--- src/design/copd_pkg.sv ---
`timescale 1ns / 1ps

package copd_pkg;

  localparam int unsigned MAX_CIRCLES_DEF = 64;
  localparam int unsigned COORD_BITS_DEF  = 16;
  localparam int unsigned RADIUS_BITS     = 15;
  localparam int unsigned RSUM_BITS       = RADIUS_BITS + 1;
  localparam int unsigned RSQ_BITS        = 2 * RSUM_BITS;
  localparam int unsigned OIDX_BITS       = 6;
  localparam logic [OIDX_BITS-1:0] MAX_PAIRS = 6'd63;

  typedef enum logic [0:0] {
    ST_IDLE,
    ST_SCAN
  } copd_state_e;

endpackage

--- src/design/copd_cmp.sv ---
`timescale 1ns / 1ps

module copd_cmp #(
  parameter int unsigned COORD_BITS = copd_pkg::COORD_BITS_DEF,
  parameter int unsigned IDX_BITS   = 6
) (
  input  logic                               clk_i,
  input  logic                               rst_ni,
  input  logic                               adv_i,
  input  logic                               vld_i,
  input  logic [IDX_BITS-1:0]                idx_i,
  input  logic signed [COORD_BITS-1:0]       ax_i,
  input  logic signed [COORD_BITS-1:0]       ay_i,
  input  logic [copd_pkg::RADIUS_BITS-1:0]   ar_i,
  input  logic signed [COORD_BITS-1:0]       bx_i,
  input  logic signed [COORD_BITS-1:0]       by_i,
  input  logic [copd_pkg::RADIUS_BITS-1:0]   br_i,
  output logic                               vld_o,
  output logic [IDX_BITS-1:0]                idx_o,
  output logic                               hit_o,
  output logic                               busy_o
);

  localparam int unsigned SQ_BITS  = 2 * COORD_BITS;
  localparam int unsigned CMP_BITS =
    (SQ_BITS + 1 > copd_pkg::RSQ_BITS) ? SQ_BITS + 1 : copd_pkg::RSQ_BITS;

  logic signed [COORD_BITS:0]          dxs, dys;
  logic [COORD_BITS-1:0]               dx_d, dy_d;
  logic [COORD_BITS-1:0]               dx_q, dy_q;
  logic [copd_pkg::RSUM_BITS-1:0]      rs_q;
  logic                                va_q, vb_q;
  logic [IDX_BITS-1:0]                 ia_q, ib_q;
  logic [SQ_BITS-1:0]                  sx_q, sy_q;
  logic [copd_pkg::RSQ_BITS-1:0]       rs2_q;
  logic [SQ_BITS:0]                    d2;

  // absolute differences; magnitude always fits in COORD_BITS
  always_comb begin
    dxs  = {ax_i[COORD_BITS-1], ax_i} - {bx_i[COORD_BITS-1], bx_i};
    dys  = {ay_i[COORD_BITS-1], ay_i} - {by_i[COORD_BITS-1], by_i};
    dx_d = dxs[COORD_BITS] ? COORD_BITS'(-dxs) : dxs[COORD_BITS-1:0];
    dy_d = dys[COORD_BITS] ? COORD_BITS'(-dys) : dys[COORD_BITS-1:0];
  end

  always_ff @(posedge clk_i or negedge rst_ni) begin
    if (!rst_ni) begin
      va_q <= 1'b0;
      vb_q <= 1'b0;
    end else if (adv_i) begin
      va_q <= vld_i;
      vb_q <= va_q;
    end
  end

  always_ff @(posedge clk_i) begin
    if (adv_i) begin
      dx_q  <= dx_d;
      dy_q  <= dy_d;
      rs_q  <= {1'b0, ar_i} + {1'b0, br_i};
      ia_q  <= idx_i;
      sx_q  <= SQ_BITS'(dx_q) * SQ_BITS'(dx_q);
      sy_q  <= SQ_BITS'(dy_q) * SQ_BITS'(dy_q);
      rs2_q <= copd_pkg::RSQ_BITS'(rs_q) * copd_pkg::RSQ_BITS'(rs_q);
      ib_q  <= ia_q;
    end
  end

  assign d2     = {1'b0, sx_q} + {1'b0, sy_q};
  assign hit_o  = CMP_BITS'(d2) <= CMP_BITS'(rs2_q);
  assign vld_o  = vb_q;
  assign idx_o  = ib_q;
  assign busy_o = va_q | vb_q;

endmodule

--- config.mk ---
export PLATFORM = sky130hd
export DESIGN_NAME = copd_cmp
export DESIGN_NICKNAME = d
export VERILOG_FILES = /design/src/design/copd_pkg.sv /design/src/design/copd_cmp.sv
export SDC_FILE = /design/constraint.sdc
export NUM_CORES = 2
export LEC_CHECK = 0
export BUFFER_PORTS_ARGS = -buffer_cell sky130_fd_sc_hd__buf_2
export CORE_AREA = 2 2 231 256
export DETAILED_ROUTE_END_ITERATION = 6
export DIE_AREA = 0 0 233 258
export PLACE_DENSITY = 0.73
export SYNTH_ARGS = -nofsm -noshare
export SYNTH_HDL_FRONTEND = slang
export SYNTH_SLANG_ARGS = --single-unit
--- constraint.sdc ---
create_clock -name clk_i -period 8.4 [get_ports clk_i]
set_input_delay 1.26 -clock clk_i [delete_from_list [all_inputs] [get_ports clk_i]]
set_output_delay 1.26 -clock clk_i [all_outputs]
set_load 0.01 [all_outputs]
* After elaboration in Yosys (flattened, before gate mapping)
Cells that the tools add are included.
Storage, ports and cells: output and inout bits 9, word-level logic and storage cells 23, bits of input ports 104, register bits after elaboration 158
Cells by class: add/sub/neg operators 6, $lt $le $gt $ge 1, bitwise operators 1, mux-type cells 2, multipliers 3
Operators with widths (number):
- $mul A16 B16 Y32 | 3
- $sub A16 B16 Y17 | 2
- $add A32 B32 Y33 | 1
- $le A33 B32 Y1 | 1
- $mux W16 | 2
- $neg A16 Y16 | 2
- $add A15 B15 Y16 | 1
- $or A1 B1 Y1 | 1

* Longest topological paths before layout
depth in word-level cells 3, depth in mapped cells 26, depth with buffers taken out 24

* Worst setup path after synthesis
OpenSTA, ideal clock, no wires.
path type flip-flop to flip-flop, start register dx_q[1], end register sx_q[25] (data pin), required time 8.141 ns, cell stages (with the launch flop) 26, data arrival time 6.051 ns, setup time 0.259 ns, setup slack 2.090 ns, buffers on the path 2, period minus slack after synthesis 6.310 ns, path through edfxtp_1 > clkbuf_1 > clkbuf_1 > and2_1 > fa_1 > inv_1 > fa_1 > inv_1 > fa_1 > inv_1 > fa_1 > inv_1 > fa_1 > inv_1 > fa_1 > inv_1 > ha_1 > a21o_1 > a21oi_1 > nor3b_1 > a21bo_2 > nand4b_1 > or4b_1 > a31o_2 > a21oi_1 > xnor2_1
Between the ends: cells in the longest elaborated chain, start to end 1
Ends and longest elaborated chain:
- start, declared | line copd_cmp.sv:30 | logic [COORD_BITS-1:0] dx_q, dy_q;
- start signal, assigned | line copd_cmp.sv:58 | dx_q <= dx_d;
- $mul A16 B16 Y32 | line copd_cmp.sv:62 | sx_q <= SQ_BITS'(dx_q) * SQ_BITS'(dx_q);
- end signal, assigned | line copd_cmp.sv:62
- end, declared | line copd_cmp.sv:34 | logic [SQ_BITS-1:0] sx_q, sy_q;
No other way between the ends. A chain may end at the register's enable or synchronous reset.

* Worst setup path after layout
start register dy_q[2], end register sy_q[31] (data pin)
Between the ends: cells in the longest elaborated chain, start to end 1
Ends and longest elaborated chain:
- start, declared | line copd_cmp.sv:30
- start signal, assigned | line copd_cmp.sv:59 | dy_q <= dy_d;
- $mul A16 B16 Y32 | line copd_cmp.sv:63 | sy_q <= SQ_BITS'(dy_q) * SQ_BITS'(dy_q);
- end signal, assigned | line copd_cmp.sv:63
- end, declared | line copd_cmp.sv:34
No other way between the ends.

==> qor.yml <==
status:
  status: "complete, no violations"
placed_design:
  place_hpwl_um: 53900
  gp_congestion: 0.882
  port_buffers: 112
clock_network:
  clock-sinks: 155
  cts_setup_buffers: 0
  path_clk_slew_ns: 0.07
  cts_tree: "yes"
  cts_root_buf: "clkbuf_16"
  cts_buffers: 17
  worstSkewPairLatency_ns: 0.48
  postCtsResizedCells: 0
  cts_buffer_depth: 2
  postCtsHoldBufs: 0
  cts-htree-levels: 4
sta:
  fmax_ghz: 0.146
  tightest_slew_ns: 0.915
  hold_viol: 0
  finalSetupViolCount: 0
  drv_slew: 0
  max_slew_margin_pct: 39.0
  min_period_ns: 6.85
  rsz0062_at_grt: "false"
  fin_crit_sh_pct: 81.6
  final.setup_skew_ns: 0.0131
  finalSetupTns_ns: 0
flow_run:
  maxCapViolCount: 0
detailed_routing:
  via_per_inst: 5.36
  firstDrtPassIters: 5
  postRouteAntennaNets: 0
  drt-total-wl_um: 64300
  wire_per_inst_um: 15.4
  vias: 22400
  drt_iter0_markers: 1040
  post-route-drc-count: 0
global_routing:
  grt_pass1_wl_um: 111000
  grt_pass1_vias: 23600
  antenna_found_initial: 0
  grt_overflow: 0
  grt_max_degree: 87
  grt_usage_pct: 23.0
synth:
  synth_edf_count: 153
  ys.flop_type: "edfxtp_1"
  syn_inst: 3342
  seq_area_frac_synth_pct: 14.8
  synth-seq-cells: 155
  syn-cell-area_mm2: 0.0314
  synthArstFlopShare_pct: 1.29
  synth_nets: 4351
  synth.avg_cell_area_um2: 9.39
  ys_types: 78
  ys_warn_count: 0
worst_setup_path:
  r2r_slack_ns: 1.55
  ff2ff_path_depth: 22
  critPathMaxFanout: 16
  crit_required_ns: 8.62
  cp-end-kind: "register"
  crit_path_start_kind: "register"
  r2r_end: "sy_q[31]$_DFFE_PP_"
  r2r-start: "dy_q[2]$_DFFE_PP_"
  path_class: "reg2reg"
  crit_arrival_ns: 7.08
floorplanning:
  die-area_mm2: 0.0601
  core_mm2: 0.0578
  start_util_pct: 54.3
  rows: 93
  io_pins: 113
  fp.dieW_um: 233
  fp.dieH_um: 258
hold_path:
  holdPathEnd: "idx_o[1]$_DFFE_PP_"
  min_from: "ia_q[1]$_DFFE_PP_"
  hold_path.class: "reg2reg"
  hold-path-cell-count: 0
final_layout:
  layout_commonest_cell: "inv_1"
  multi_input_area_mm2: 0.0234
  n_antenna_cell: 0
  fin_nets: 4415
  final_layout_size_suffix_gt1_share_pct: 5.67
  n_fill_cell: 5042
  area_growth_pct: 5.95
  layout_common_cells: "inv_1, fa_1, ha_1"
  seq_area_mm2: 0.00464
[logic make-up after synthesis]
family / share of synthesized area, %
adders and majority gates: 47.8
buffers and inverters: 10.7
and+or+nand+nor: 11.1
AOI/OAI and AO/OA: 9.81
xor gates and xnor gates: 5.47
DFF: 14.8
muxes: 0.387
[routing by layer]
metal / wire (um) / up-vias / global-route usage [%]
li1: - / 10700 / -
met1: 27300 / 11100 / 28.9
met2: 33000 / 460 / 41.0
met5: 0 / - / 0
met3: 2400 / 100 / 3.21
met4: 1570 / 0 / 7.06
[stage by stage]
step / cells / hold WS [ns] / utilization (%) / area [um^2] / setup slack [ns]
after floorplan: 3342 / 0.400 / - / 31400 / 2.09
after global placement: 4147 / 0.401 / 56.5 / 32700 / 1.73
after detailed placement: 4147 / 0.405 / 56.5 / 32700 / 1.63
after CTS: 4179 / 0.408 / 57.5 / 33300 / 1.58
after global routing: 4179 / 0.429 / 57.5 / 33300 / 1.16
final: 4179 / 0.411 / 57.5 / 33300 / 1.55
[worst max-delay path: stages, from the launching register on]
cell	delay (ns)
edfxtp_1	0.66
and2_1	0.28
fa_1	0.51
inv_1	0.06
fa_1	0.54
inv_1	0.05
fa_1	0.49
inv_1	0.05
fa_1	0.52
inv_1	0.05
fa_1	0.48
inv_1	0.05
fa_1	0.48
inv_1	0.06
ha_1	0.34
and3_1	0.19
a311oi_1	0.14
o31ai_1	0.52
o21ai_1	0.27
or3_1	0.37
a21oi_1	0.20
mux2i_1	0.21
a211oi_1	0.06
[synth_stat cells (all sizes together), types with 9 or more instances]
cell type | count | area share (%)
a211o | 12 | 0.33
a211oi | 17 | 0.41
a21o | 80 | 1.9
a21oi | 149 | 2.4
a31o | 12 | 0.33
a31oi | 21 | 0.44
and2 | 115 | 2.3
and3 | 14 | 0.28
clkbuf | 66 | 0.79
edfxtp | 153 | 15
fa | 489 | 31
ha | 416 | 17
inv | 823 | 9.8
mux2 | 9 | 0.32
nand2 | 273 | 3.3
nand2b | 22 | 0.44
nand3 | 34 | 0.54
nand4 | 15 | 0.30
nor2 | 123 | 1.5
nor2b | 34 | 0.68
nor3 | 40 | 0.64
o211ai | 9 | 0.22
o21a | 17 | 0.41
o21ai | 62 | 1.0
o21bai | 23 | 0.55
or2 | 15 | 0.30
or3 | 9 | 0.18
xnor2 | 150 | 4.2
xor2 | 46 | 1.3
[sequential cells by signal, indices dropped and copies added (netlist names), 6 cells and up]
signal and cells:
sx_q 31, rs2_q 31, dx_q 16, dy_q 16
ia_q 6, idx_o 6, sy_q 31, rs_q 16
[layout make-up]
type,instances,share of cell area [%]
multi-input cells,2295,70.3
well taps,760,2.86
repair buffers,114,1.75
flip-flops and latches,155,14.0
clock inverters,15,0.523
inverters,823,9.29
clock buffers,17,1.28
[how the worst max path moves through the flow]
stage                      start            endpoint  slack, ns  depth (start not counted)
4_1_cts        dy_q[1]$_DFFE_PP_  sy_q[31]$_DFFE_PP_       1.58                         22
3_5_place_dp   dy_q[1]$_DFFE_PP_  sy_q[31]$_DFFE_PP_       1.63                         22
3_3_place_gp   dy_q[1]$_DFFE_PP_  sy_q[31]$_DFFE_PP_       1.73                         22
6_report       dy_q[2]$_DFFE_PP_  sy_q[31]$_DFFE_PP_       1.55                         22
5_1_grt        dy_q[1]$_DFFE_PP_  sy_q[31]$_DFFE_PP_       1.16                         22
2_1_floorplan  dx_q[1]$_DFFE_PP_  sx_q[25]$_DFFE_PP_       2.09                         25
Power is not shown: default switching activity piles up to over one toggle a cycle in this logic, so the estimate is an artifact.
